[src/rtl/assert_macros.svh]
// ----------------------------------------------------------------------------
// Assertion macros
// Concurrent assertion wrappers; define NO_ASSERTIONS to compile them out.
// ----------------------------------------------------------------------------
`ifndef ASSERT_MACROS_SVH
`define ASSERT_MACROS_SVH

`ifndef NO_ASSERTIONS

// clocked check, masked while reset is high
`define MNPS_ASSERT(lbl, clk, rst, prop, msg) \
   lbl: assert property (@(posedge clk) disable iff (rst) prop) else $error(msg);

// clocked check, live during reset as well
`define MNPS_ASSERT_ALWAYS(lbl, clk, prop, msg) \
   lbl: assert property (@(posedge clk) prop) else $error(msg);

`else

`define MNPS_ASSERT(lbl, clk, rst, prop, msg)
`define MNPS_ASSERT_ALWAYS(lbl, clk, prop, msg)

`endif

`endif

[src/rtl/mnps_pkg.sv]
// ----------------------------------------------------------------------------
// mnps_pkg
// Shared types and codes for the held-note stack.
// ----------------------------------------------------------------------------
`default_nettype none

package mnps_pkg;

   localparam int NOTE_W    = 7;
   localparam int VEL_W     = 7;
   localparam int REQ_TDATA_W = 24;
   localparam int RSP_TDATA_W = 24;

   // opcodes
   localparam logic [2:0] OP_NOTE_ON       = 3'd0;
   localparam logic [2:0] OP_NOTE_OFF      = 3'd1;
   localparam logic [2:0] OP_LATCH_RELEASE = 3'd2;
   localparam logic [2:0] OP_CLEAR_LATCHED = 3'd3;
   localparam logic [2:0] OP_SORT          = 3'd4;
   localparam logic [2:0] OP_CLEAR         = 3'd5;
   localparam logic [2:0] OP_READ          = 3'd6;

   // pass modes of the sweep unit
   localparam logic [2:0] MODE_MATCH_ALL  = 3'd0; // drop every entry with the key note
   localparam logic [2:0] MODE_FLAG       = 3'd1; // drop every released entry
   localparam logic [2:0] MODE_FIRST_NOTE = 3'd2; // drop oldest entry with the key note
   localparam logic [2:0] MODE_FIRST_ANY  = 3'd3; // drop oldest entry
   localparam logic [2:0] MODE_LATCH      = 3'd4; // mark oldest entry with the key note
   localparam logic [2:0] MODE_SORT       = 3'd5; // one bubble pass, ascending note

   typedef struct packed {
      logic [NOTE_W-1:0] note;
      logic [VEL_W-1:0]  velocity;
      logic              released;
   } entry_type;

   typedef struct packed {
      logic      wr_en;
      entry_type wr_data;
      logic      hit;
      logic      carry_load;
      logic      swap;
   } pass_type;

endpackage

`default_nettype wire

[src/rtl/mnps_pass_unit.sv]
// ----------------------------------------------------------------------------
// mnps_pass_unit
// Per-entry decision of a sweep: keep, drop, mark or bubble-swap.
// ----------------------------------------------------------------------------
`default_nettype none

module mnps_pass_unit (
   input  wire logic [2:0]                mode,
   input  wire mnps_pkg::entry_type       entry,
   input  wire logic [mnps_pkg::NOTE_W-1:0] key_note,
   input  wire logic                      hit,
   input  wire mnps_pkg::entry_type       carry,
   input  wire logic                      have_carry,
   output mnps_pkg::pass_type             pass
);

   logic match;
   logic first;

   assign match = (entry.note == key_note);
   assign first = match && !hit;

   always_comb begin
      pass            = '0;
      pass.wr_data    = entry;
      pass.hit        = hit;
      unique case (mode)
         mnps_pkg::MODE_MATCH_ALL: begin
            pass.wr_en = !match;
         end
         mnps_pkg::MODE_FLAG: begin
            pass.wr_en = !entry.released;
         end
         mnps_pkg::MODE_FIRST_NOTE: begin
            pass.wr_en = !first;
            pass.hit   = hit | match;
         end
         mnps_pkg::MODE_FIRST_ANY: begin
            pass.wr_en = hit;
            pass.hit   = 1'b1;
         end
         mnps_pkg::MODE_LATCH: begin
            pass.wr_en            = 1'b1;
            pass.wr_data.released = entry.released | first;
            pass.hit              = hit | match;
         end
         mnps_pkg::MODE_SORT: begin
            if (!have_carry) begin
               pass.carry_load = 1'b1;
            end else if (carry.note > entry.note) begin
               // smaller note overtakes the carried one
               pass.wr_en = 1'b1;
               pass.swap  = 1'b1;
            end else begin
               pass.wr_en      = 1'b1;
               pass.wr_data    = carry;
               pass.carry_load = 1'b1;
            end
         end
         default: begin
            pass.wr_en = 1'b1;
         end
      endcase
   end

endmodule

`default_nettype wire

[src/rtl/midi_note_priority_stack.sv]
// ----------------------------------------------------------------------------
// midi_note_priority_stack
// Ordered stack of held MIDI notes, oldest first, with sweep-based editing.
// ----------------------------------------------------------------------------
// req_: one transaction per operation; req_tready is high only while the
//   sequencer is idle, so one operation is worked at a time.
// rsp_: one transaction per operation, in order: the read entry (zero unless
//   a read), the entry count and an empty flag.
// Editing is a sweep through the registered-read entry memory by one shared
//   compare unit, one entry per cycle, kept entries written back compacted.
// Clear, unused opcodes and a read of an empty stack go straight to the
//   result; a read first waits for the registered memory read. Note off,
//   latch release and clear latched are one sweep; note on is a sweep
//   that drops any entry with the same note, then an append, with a sweep
//   dropping the oldest entry between them when full with no match; sort
//   repeats bubble passes until one swaps nothing, up to N (N = entries held).
// A result waits in the output register while rsp_tready is low; the next
//   request is still accepted and its result is held until the register frees.
// reset (synchronous, active high) empties the stack and drops any pending
//   result; memory is not cleared, only positions below the count are read.
// ----------------------------------------------------------------------------
`default_nettype none

`include "assert_macros.svh"

module midi_note_priority_stack #(
   parameter int STACK_DEPTH = 16
) (
   input  wire logic                               clock,
   input  wire logic                               reset,
   // req_tdata, low bit up: opcode[2:0], note_number[9:3],
   // note_velocity[16:10], latched_on[17], read_index[21:18], zero pad
   input  wire logic                               req_tvalid,
   output logic                                    req_tready,
   input  wire logic [mnps_pkg::REQ_TDATA_W-1:0]   req_tdata,
   // rsp_tdata, low bit up: out_note[6:0], out_velocity[13:7],
   // out_released[14], entry_count[19:15], read_empty[20], zero pad
   output logic                                    rsp_tvalid,
   input  wire logic                               rsp_tready,
   output logic [mnps_pkg::RSP_TDATA_W-1:0]        rsp_tdata
);

   localparam int CNT_W = $clog2(STACK_DEPTH + 1);
   localparam int IDX_W = $clog2(STACK_DEPTH);
   localparam int CMP_W = (CNT_W > 4) ? CNT_W : 4;

   // sequencer states
   localparam logic [2:0] S_IDLE    = 3'd0;
   localparam logic [2:0] S_SCAN    = 3'd1;
   localparam logic [2:0] S_APPEND  = 3'd2;
   localparam logic [2:0] S_RD_WAIT = 3'd3;
   localparam logic [2:0] S_FIN     = 3'd4;

   // request fields
   logic [2:0]                  req_opcode;
   logic [mnps_pkg::NOTE_W-1:0] req_note;
   logic [mnps_pkg::VEL_W-1:0]  req_velocity;
   logic                        req_latched;
   logic [3:0]                  req_index;
   logic                        req_accept;

   assign req_opcode   = req_tdata[2:0];
   assign req_note     = req_tdata[9:3];
   assign req_velocity = req_tdata[16:10];
   assign req_latched  = req_tdata[17];
   assign req_index    = req_tdata[21:18];
   assign req_accept   = req_tvalid && req_tready;

   // control state
   logic [2:0]       state_ff, state_in;
   logic [CNT_W-1:0] cnt_ff, cnt_in;
   logic             vld_ff, vld_in;
   logic             rsp_valid_ff, rsp_valid_in;

   // sweep and payload state
   logic [2:0]                    mode_ff, mode_in;
   logic [CNT_W-1:0]              rd_ff, rd_in;
   logic [CNT_W-1:0]              wr_ff, wr_in;
   logic                          hit_ff, hit_in;
   logic                          have_ff, have_in;
   logic                          swap_ff, swap_in;
   mnps_pkg::entry_type           carry_ff, carry_in;
   logic [mnps_pkg::NOTE_W-1:0]   key_ff, key_in;
   logic [mnps_pkg::VEL_W-1:0]    vel_ff, vel_in;
   logic                          lat_ff, lat_in;
   mnps_pkg::entry_type           res_ff, res_in;
   logic                          empty_ff, empty_in;
   logic [mnps_pkg::RSP_TDATA_W-1:0] rsp_data_ff, rsp_data_in;

   // entry memory
   mnps_pkg::entry_type mem [STACK_DEPTH];
   mnps_pkg::entry_type rdata_ff;
   logic                mem_we;
   logic [IDX_W-1:0]    waddr;
   logic [IDX_W-1:0]    raddr;
   mnps_pkg::entry_type wdata;

   always_ff @(posedge clock) begin
      if (mem_we) begin
         mem[waddr] <= wdata;
      end
      rdata_ff <= mem[raddr];
   end

   // shared compare unit
   mnps_pkg::pass_type pass;

   mnps_pass_unit u_pass (
      .mode       (mode_ff),
      .entry      (rdata_ff),
      .key_note   (key_ff),
      .hit        (hit_ff),
      .carry      (carry_ff),
      .have_carry (have_ff),
      .pass       (pass)
   );

   // read position, clamped to the last entry
   logic [CMP_W-1:0] idx_ext;
   logic [CMP_W-1:0] cnt_ext;
   logic [CMP_W-1:0] rd_pos;

   assign idx_ext = CMP_W'(req_index);
   assign cnt_ext = CMP_W'(cnt_ff);
   assign rd_pos  = (idx_ext < cnt_ext) ? idx_ext : (cnt_ext - CMP_W'(1));

   // count reported masked to five bits
   logic [CNT_W+4:0] cnt_wide;
   assign cnt_wide = {5'b00000, cnt_ff};

   assign req_tready = (state_ff == S_IDLE);
   assign rsp_tvalid = rsp_valid_ff;
   assign rsp_tdata  = rsp_data_ff;

   always_comb begin
      state_in     = state_ff;
      cnt_in       = cnt_ff;
      vld_in       = vld_ff;
      rsp_valid_in = rsp_valid_ff;
      mode_in      = mode_ff;
      rd_in        = rd_ff;
      wr_in        = wr_ff;
      hit_in       = hit_ff;
      have_in      = have_ff;
      swap_in      = swap_ff;
      carry_in     = carry_ff;
      key_in       = key_ff;
      vel_in       = vel_ff;
      lat_in       = lat_ff;
      res_in       = res_ff;
      empty_in     = empty_ff;
      rsp_data_in  = rsp_data_ff;
      mem_we       = 1'b0;
      waddr        = wr_ff[IDX_W-1:0];
      wdata        = pass.wr_data;
      raddr        = rd_ff[IDX_W-1:0];

      if (rsp_tready) begin
         rsp_valid_in = 1'b0;
      end

      unique case (state_ff)
         S_IDLE: begin
            if (req_accept) begin
               key_in   = req_note;
               vel_in   = req_velocity;
               lat_in   = req_latched;
               res_in   = '0;
               empty_in = 1'b0;
               rd_in    = '0;
               wr_in    = '0;
               vld_in   = 1'b0;
               hit_in   = 1'b0;
               have_in  = 1'b0;
               swap_in  = 1'b0;
               unique case (req_opcode)
                  mnps_pkg::OP_NOTE_ON: begin
                     mode_in  = mnps_pkg::MODE_MATCH_ALL;
                     state_in = S_SCAN;
                  end
                  mnps_pkg::OP_NOTE_OFF: begin
                     mode_in  = mnps_pkg::MODE_FIRST_NOTE;
                     state_in = S_SCAN;
                  end
                  mnps_pkg::OP_LATCH_RELEASE: begin
                     mode_in  = mnps_pkg::MODE_LATCH;
                     state_in = S_SCAN;
                  end
                  mnps_pkg::OP_CLEAR_LATCHED: begin
                     mode_in  = mnps_pkg::MODE_FLAG;
                     state_in = S_SCAN;
                  end
                  mnps_pkg::OP_SORT: begin
                     mode_in  = mnps_pkg::MODE_SORT;
                     state_in = S_SCAN;
                  end
                  mnps_pkg::OP_CLEAR: begin
                     cnt_in   = '0;
                     state_in = S_FIN;
                  end
                  mnps_pkg::OP_READ: begin
                     if (cnt_ff == '0) begin
                        empty_in = 1'b1;
                        state_in = S_FIN;
                     end else begin
                        raddr    = rd_pos[IDX_W-1:0];
                        state_in = S_RD_WAIT;
                     end
                  end
                  default: begin
                     state_in = S_FIN;
                  end
               endcase
            end
         end

         S_SCAN: begin
            // issue side: one read a cycle until the count is reached
            if (rd_ff != cnt_ff) begin
               rd_in  = rd_ff + CNT_W'(1);
               vld_in = 1'b1;
            end else begin
               vld_in = 1'b0;
            end

            if (vld_ff) begin
               // decision side: entry read last cycle
               mem_we = pass.wr_en;
               if (pass.wr_en) begin
                  wr_in = wr_ff + CNT_W'(1);
               end
               hit_in = pass.hit;
               if (pass.carry_load) begin
                  carry_in = rdata_ff;
               end
               if (mode_ff == mnps_pkg::MODE_SORT) begin
                  have_in = 1'b1;
               end
               if (pass.swap) begin
                  swap_in = 1'b1;
               end
            end else if (rd_ff == cnt_ff) begin
               // end of sweep
               unique case (mode_ff)
                  mnps_pkg::MODE_MATCH_ALL: begin
                     cnt_in = wr_ff;
                     if (wr_ff == CNT_W'(STACK_DEPTH)) begin
                        // full with no match: drop the oldest first
                        mode_in = mnps_pkg::MODE_FIRST_ANY;
                        rd_in   = '0;
                        wr_in   = '0;
                        hit_in  = 1'b0;
                     end else begin
                        state_in = S_APPEND;
                     end
                  end
                  mnps_pkg::MODE_FIRST_ANY: begin
                     cnt_in   = wr_ff;
                     state_in = S_APPEND;
                  end
                  mnps_pkg::MODE_FIRST_NOTE,
                  mnps_pkg::MODE_FLAG: begin
                     cnt_in   = wr_ff;
                     state_in = S_FIN;
                  end
                  mnps_pkg::MODE_SORT: begin
                     if (have_ff) begin
                        mem_we = 1'b1;
                        wdata  = carry_ff;
                     end
                     if (swap_ff) begin
                        rd_in   = '0;
                        wr_in   = '0;
                        have_in = 1'b0;
                        swap_in = 1'b0;
                     end else begin
                        state_in = S_FIN;
                     end
                  end
                  default: begin
                     state_in = S_FIN;
                  end
               endcase
            end
         end

         S_APPEND: begin
            mem_we   = 1'b1;
            waddr    = cnt_ff[IDX_W-1:0];
            wdata    = '{note: key_ff, velocity: vel_ff, released: lat_ff};
            cnt_in   = cnt_ff + CNT_W'(1);
            state_in = S_FIN;
         end

         S_RD_WAIT: begin
            res_in   = rdata_ff;
            state_in = S_FIN;
         end

         S_FIN: begin
            if (!rsp_valid_ff || rsp_tready) begin
               rsp_valid_in = 1'b1;
               rsp_data_in  = {3'b000, empty_ff, cnt_wide[4:0], res_ff.released,
                               res_ff.velocity, res_ff.note};
               state_in     = S_IDLE;
            end
         end

         default: begin
            state_in = S_IDLE;
         end
      endcase
   end

   always_ff @(posedge clock) begin
      if (reset) begin
         state_ff     <= S_IDLE;
         cnt_ff       <= '0;
         vld_ff       <= 1'b0;
         rsp_valid_ff <= 1'b0;
      end else begin
         state_ff     <= state_in;
         cnt_ff       <= cnt_in;
         vld_ff       <= vld_in;
         rsp_valid_ff <= rsp_valid_in;
      end
   end

   always_ff @(posedge clock) begin
      mode_ff     <= mode_in;
      rd_ff       <= rd_in;
      wr_ff       <= wr_in;
      hit_ff      <= hit_in;
      have_ff     <= have_in;
      swap_ff     <= swap_in;
      carry_ff    <= carry_in;
      key_ff      <= key_in;
      vel_ff      <= vel_in;
      lat_ff      <= lat_in;
      res_ff      <= res_in;
      empty_ff    <= empty_in;
      rsp_data_ff <= rsp_data_in;
   end

   // checks
   `MNPS_ASSERT(a_cnt_bound, clock, reset, cnt_ff <= CNT_W'(STACK_DEPTH), "count above depth")
   `MNPS_ASSERT(a_wr_behind, clock, reset, (state_ff == S_SCAN) |-> (wr_ff <= rd_ff), "write ahead")
   `MNPS_ASSERT(a_rsp_from_fin, clock, reset, $rose(rsp_valid_ff) |-> ($past(state_ff) == S_FIN), "early result")
   `MNPS_ASSERT(a_busy_after_accept, clock, reset, req_accept |=> (state_ff != S_IDLE), "idle after accept")

endmodule

`default_nettype wire
[config.mk]
export PLATFORM = sky130hd
export DESIGN_NAME = midi_note_priority_stack
export DESIGN_NICKNAME = d
export VERILOG_FILES = /design/src/rtl/mnps_pkg.sv /design/src/rtl/mnps_pass_unit.sv /design/src/rtl/midi_note_priority_stack.sv
export VERILOG_INCLUDE_DIRS = /design/src /design/src/rtl
export SDC_FILE = /design/constraint.sdc
export NUM_CORES = 1
export LEC_CHECK = 0
export ABC_AREA = 1
export BUFFER_PORTS_ARGS = -buffer_cell sky130_fd_sc_hd__buf_4
export CORE_MARGIN = 5
export CORE_UTILIZATION = 30
export CTS_CLUSTER_DIAMETER = 60
export CTS_CLUSTER_SIZE = 10
export DETAILED_ROUTE_END_ITERATION = 10
export HOLD_SLACK_MARGIN = 0.05
export SETUP_SLACK_MARGIN = 0.1
export SYNTH_ARGS = -nofsm -noshare
export SYNTH_HDL_FRONTEND = slang
export SYNTH_SLANG_ARGS = --single-unit
[constraint.sdc]
create_clock -name clock -period 3.66 [get_ports clock]
set_input_delay 0.549 -clock clock [delete_from_list [all_inputs] [get_ports clock]]
set_output_delay 0.549 -clock clock [all_outputs]
set_load 0.01 [all_outputs]
==> metrics, run 1 <==
status finished, final reports clean; Comb power frac 0.354; Sink Count 348; n_diodes 0; Root Buffer Master clkbuf_16; FF-to-FF setup slack 0.49 ns; largest net degree at the start of global routing 61; final cycle utilization of the critical path 0.867; Critical Path End Type register; Cell Area, Placed 0.0174 sq mm; vias per inst 4.62; CP arrival 3.33 ns; initial DRC count 853; CTS tree yes; area grow syn2layout 15.6%; Clock transition at path regs 0.05 ns; max_slew headroom 0.0825; post-CTS sizing 0; Die H 242 um; most common cell after layout, fill and taps aside inv_1; sequential share of the synthesized area 0.634; worst reg-to-reg path cell count 9; highest clock rate 315 MHz; PortBufs 48; Final Wtd Congestion 0.825; Psw 5.53 mW; total power 14.7 mW; Hold Path Origin req_tdata[7]; post-synthesis register bit count 348; P per Cell Area 791 mW/mm^2; postcts setup bufs 0; most frequent cells in the layout inv_1, edfxtp_1, nand3_1; Period minus WS final 3.17 ns; Die Area 0.0584 sq mm; worst path buffer plus inverter count 2; Cell Int Power 9.19 mW; Fill cells 5321; Total Routing Usage GR 0.130; Non-Filler Instances 2416; wire per inst 16.3 um; placed insts 2352; most used cell, CP nand2_1; total grt overflow 0; first-pass GRT wire length 60900 um; Final Hold Vio Count 0; kind of critical path register to register; Sequential Power Share 0.401; Post-synth ARST share 0; setup ws final 0.486 ns; Post-synth top flop edfxtp_1; Worst-Skew Late Latency 0.55 ns; Die Width 242 um; Setup WS pre-CTS 0.525 ns; RSZ-0062 raised after global routing no; layout cell share with drive strength beyond 1 0.101; Post-synth EDFFs 323; launch point of the worst reg-to-reg path rdata_ff[12]; max incr delay on CP 1.01 ns; total number of vias 11200; Clk network pwr share 0.245; DR pass1 iterations 5; endpoints failing setup 0; Hold Path Depth 1; Post-Route WL 39300 um; crit-path leading delay family compound AO/OA/AOI/OAI gates; worst-path cell chain inv_1, ha_1, nand2_1, nor2_1, nand4_1, nand2_1, buf_4, a22oi_1, o21bai_1; Post-Route Utilization 0.348; post-DP HPWL 24700 um; Ys Warns 0; count of cell types in the netlist 43; hold slack 0.186 ns; Row Count 85; hold crit path type input port to register; syn_area_per_cell 9.93 sq um; quantity of hold-fixing buffers added after cts 0; H-tree levels 2; Post-DRT Antenna Nets 0; reported max-cap violation count 0; Critical Path Stages 9; Post-Synthesis Cell Area 0.0161 sq mm; Clock Path Buffers 3; CP required 3.81 ns; Static Leak 7.80 nW; vias in the first global route 10600; initial antenna violation count 0; CP Max Fanout 16; Ports 54; crit path max-delay cell type o21bai_1; critical path launch point type register; Final nets 1742; starting density of the core 0.301; Core Box Area 0.0535 sq mm; Min-Delay Endpoint key_ff[4]; Num CTS Buffers 40; fin area 0.0186 sq mm; Worst Max-Slew Pin Slew 1.37 ns; Max rail drop VDD 0.000404 V; Mapped Cells 1622; remaining routing DRC violations 0; Sw Share 0.376; Reg2Reg Capture Point mem[10][7]; Sum Neg Setup Slack 0 ns; Slew Viols, Final 0; clk_skew 0.0227 ns
==> power by group through the flow <==
stage | Sequential, mW | Clock (mW) | Combinational, mW
after detailed placement | 5.98 | 0 | 5.19
after global routing | 5.94 | 3.85 | 5.77
after global placement | 5.96 | 0 | 5.09
after CTS | 5.90 | 3.70 | 5.22
after floorplan | 5.88 | 0 | 3.32
final | 5.90 | 3.61 | 5.21
==> routing by layer <==
layer  vias up  GRT usage  share of wire
li1       5482          -              -
met1      5246      0.169           0.43
met2       335      0.213           0.46
met3        94     0.0248          0.063
met4         0     0.0569          0.043
met5         -          0              0
==> synth_stat cells (6+ instances only) <==
master / number / area share
xor2_1: 8 / 0.0044
xnor2_1: 9 / 0.0049
o21ai_0: 29 / 0.0090
nor2_1: 92 / 0.021
buf_2: 38 / 0.012
dfxtp_1: 25 / 0.031
o211ai_1: 7 / 0.0033
nand2_1: 290 / 0.068
clkbuf_1: 15 / 0.0035
a21oi_1: 35 / 0.011
edfxtp_1: 323 / 0.60
a22oi_1: 11 / 0.0051
nand4_1: 6 / 0.0023
nor3_1: 8 / 0.0025
inv_1: 324 / 0.076
nand3_1: 312 / 0.097
buf_4: 15 / 0.0070
ha_1: 16 / 0.012
o21bai_1: 11 / 0.0051
==> registers in the layout, indices dropped and copies added, names as in the netlist <==
signal / count
carry_ff: 15
cnt_ext: 5
empty_ff: 1
have_ff: 1
hit_ff: 1
key_ff: 7
lat_ff: 1
mem: 240
mode_ff: 3
rd_ff: 5
rdata_ff: 15
res_ff: 15
rsp_tdata: 21
rsp_tvalid: 1
state_ff: 3
swap_ff: 1
vel_ff: 7
vld_ff: 1
wr_ff: 5
==> worst reg2reg max path, cell delays in order (launching register included) <==
cell and delay [ns]:
dfxtp_1 0.47, inv_1 0.10, ha_1 0.31, nand2_1 0.05, nor2_1 0.12, nand4_1 0.16, nand2_1 0.25, buf_4 0.21
a22oi_1 0.09, o21bai_1 1.01
==> worst max-delay path by stage <==
stage                     slack [ns]            to    startpoint
after global routing            0.26  rdata_ff[10]    cnt_ext[2]
after CTS                       0.50     mem[4][7]  rdata_ff[12]
after floorplan                 1.11     mem[6][0]      rd_ff[1]
after detailed placement        0.52    mem[12][7]  rdata_ff[10]
after global placement          0.57     mem[8][7]  rdata_ff[12]
final                           0.49    mem[10][7]  rdata_ff[12]
==> cell families after synthesis <==
logic type	after synthesis	share of synthesized area
and+or+nand+nor	724	0.200
other	1	0.000233
AOI/OAI and AO/OA	114	0.0426
DFF	348	0.634
buffers and inverters	402	0.102
adders and majority gates	16	0.0124
xor gates and xnor gates	17	0.00925
==> layout make-up <==
class	instances	area, sq um	share of cell area
clock inverter	2	46.3	0.00249
multi-input combinational	874	4300	0.231
sequential	348	10200	0.548
inverter	329	1230	0.0664
tap	696	871	0.0468
clock buffer	62	1110	0.0599
timing repair buffer	105	838	0.0451
No activity file was read; power rests on OpenSTA's default activity.
==> run 2, diff against run 1 <==
==> constraint.sdc (replaced) <==
create_clock -name clock -period 3.03 [get_ports clock]
set_input_delay 0.4545 -clock clock [delete_from_list [all_inputs] [get_ports clock]]
set_output_delay 0.4545 -clock clock [all_outputs]
set_load 0.01 [all_outputs]
==> run 2 against run 1 <==
Effect of this change:
- clock-buffer cell count stayed put
- sequential share of layout area is 0.33 points lower
- clock skew is 0.0012 ns higher
- clock power is 18% higher
- highest routed layer unchanged
==> metrics, run 2 (same netlist as run 1, synthesis figures left out) <==
max reg flops 240; Period minus WS final 2.66 ns; Final Hold Vio Count 0; PortBufs 48; worst reg-to-reg path cell count 15; Sum Neg Setup Slack 0 ns; max incr delay on CP 0.43 ns; Setup crit end rdata_ff[11]; vias per inst 4.62; largest net degree at the start of global routing 71; crit path max-delay cell type dfxtp_1; highest clock rate 376 MHz; Non-Filler Instances 2427; worst-path cell chain inv_1, ha_1, inv_1, nor2_1, nand2_2, nand3_4, nor2_8, nand3_2, nand2_4, buf_4, nand2_1, nand3_1, nand3_1, nand3_1, nand2_1; placed insts 2364; Static Leak 7.87 nW; quantity of hold-fixing buffers added after cts 0; final cycle utilization of the critical path 0.877; Clock Path Buffers 3; Num CTS Buffers 40; Core Box Area 0.0535 sq mm; Final Wtd Congestion 0.813; kind of critical path register to register; Critical Path End Type register; Post-DRT Antenna Nets 0; area grow syn2layout 16.3%; Sink Count 348; Psw 6.63 mW; CP required 3.43 ns; FF-to-FF setup slack 0.37 ns; Die H 242 um; CP arrival 3.06 ns; Post-Route WL 39000 um; reported max-cap violation count 0; Final nets 1754; crit path launch cnt_ext[0]; Worst-Skew Late Latency 0.54 ns; Clock transition at path regs 0.06 ns; Worst Max-Slew Pin Slew 0.662 ns; Slew Viols, Final 0; H-tree levels 2; P per Cell Area 953 mW/mm^2; layout cell share with drive strength beyond 1 0.108; Row Count 85; Reg2Reg Capture Point rdata_ff[11]; Sequential Power Share 0.400; RSZ-0062 raised after global routing no; initial antenna violation count 0; launch point of the worst reg-to-reg path cnt_ext[0]; Most flops, register mem; Die Width 242 um; Sw Share 0.372; total number of vias 11200; crit-path leading delay family simple AND/OR/NAND/NOR gates; Comb power frac 0.361; Root Buffer Master clkbuf_16; Max rail drop VDD 0.000435 V; Post-Route Utilization 0.350; post-DP HPWL 25200 um; hold crit path type input port to register; Ports 54; CP Max Fanout 31; max_slew headroom 0.558; total grt overflow 0; endpoints failing setup 0; Cell Int Power 11.2 mW; most common cell after layout, fill and taps aside inv_1; Critical Path Stages 15; worst path buffer plus inverter count 3; most frequent cells in the layout inv_1, edfxtp_1, nand3_1; most used cell, CP nand3_1; critical path launch point type register; Clk network pwr share 0.239; status finished, final reports clean; DR pass1 iterations 6; Die Area 0.0584 sq mm; n_diodes 0; Total Routing Usage GR 0.130; vias in the first global route 10700; remaining routing DRC violations 0; first-pass GRT wire length 61200 um; wire per inst 16.1 um; starting density of the core 0.301; initial DRC count 781; clk_skew 0.0239 ns; CTS tree yes
[run 2: changes by cell type in the layout (fill, tap and decap cells not counted), sizes merged]
cell | before | now
inv | 329 | 330
buf | 105 | 117
clkinv | 2 | 0
[run 2: area by class of cell]
type                       instances  area, sq um
fill                            5284        34800
multi-input combinational        874         4310
sequential                       348        10200
clock buffer                      62         1100
tap                              696          871
clock inverter                     1         20.0
timing repair buffer             117          978
inverter                         329         1230
[run 2: worst min path at each step]
| stage | from | endpoint | slack (ns) | depth (start not counted) |
|---|---|---|---|---|
| floorplan | res_ff[8] | rsp_tdata[0] | 0.40 | 0 |
| global placement | res_ff[5] | rsp_tdata[11] | 0.40 | 0 |
| detailed placement | res_ff[12] | rsp_tdata[4] | 0.41 | 0 |
| CTS | req_tdata[15] | vel_ff[5] | 0.08 | 1 |
| global route | req_tdata[15] | vel_ff[5] | 0.08 | 1 |
| finish | req_tdata[15] | vel_ff[5] | 0.10 | 1 |
[run 2: power by group through the flow]
stage	clock [mW]	sequential, mW	combinational (mW)
final	4.26	7.13	6.45
after global placement	0	7.20	6.30
after floorplan	0	7.10	4.01
after detailed placement	0	7.22	6.43
after global routing	4.57	7.18	7.13
after CTS	4.37	7.12	6.47
[run 2: repair_timing]
action,4_1_cts,5_1_grt
setup buffers,0,0
resized for setup,0,3
endpoints found under the setup margin,0,296
[run 2: routing by layer]
metal / wire length [um] / GRT usage
met5: 0 / 0
met3: 2220 / 0.0192
met1: 17100 / 0.175
met2: 18600 / 0.218
met4: 1190 / 0.0426
[run 2: per-stage QoR]
| stage | power [mW] | area, sq um | setup slack (ns) | hold WS [ns] |
|---|---|---|---|---|
| 2_1_floorplan | 11.1 | 16100 | 0.480 | 0.400 |
| 3_3_place_gp | 13.5 | 17600 | 0.319 | 0.402 |
| 3_5_place_dp | 13.7 | 17600 | 0.220 | 0.407 |
| 4_1_cts | 18.0 | 18700 | 0.185 | 0.0810 |
| 5_1_grt | 18.9 | 18700 | 0.114 | 0.0847 |
| 6_report | 17.8 | 18700 | 0.372 | 0.101 |
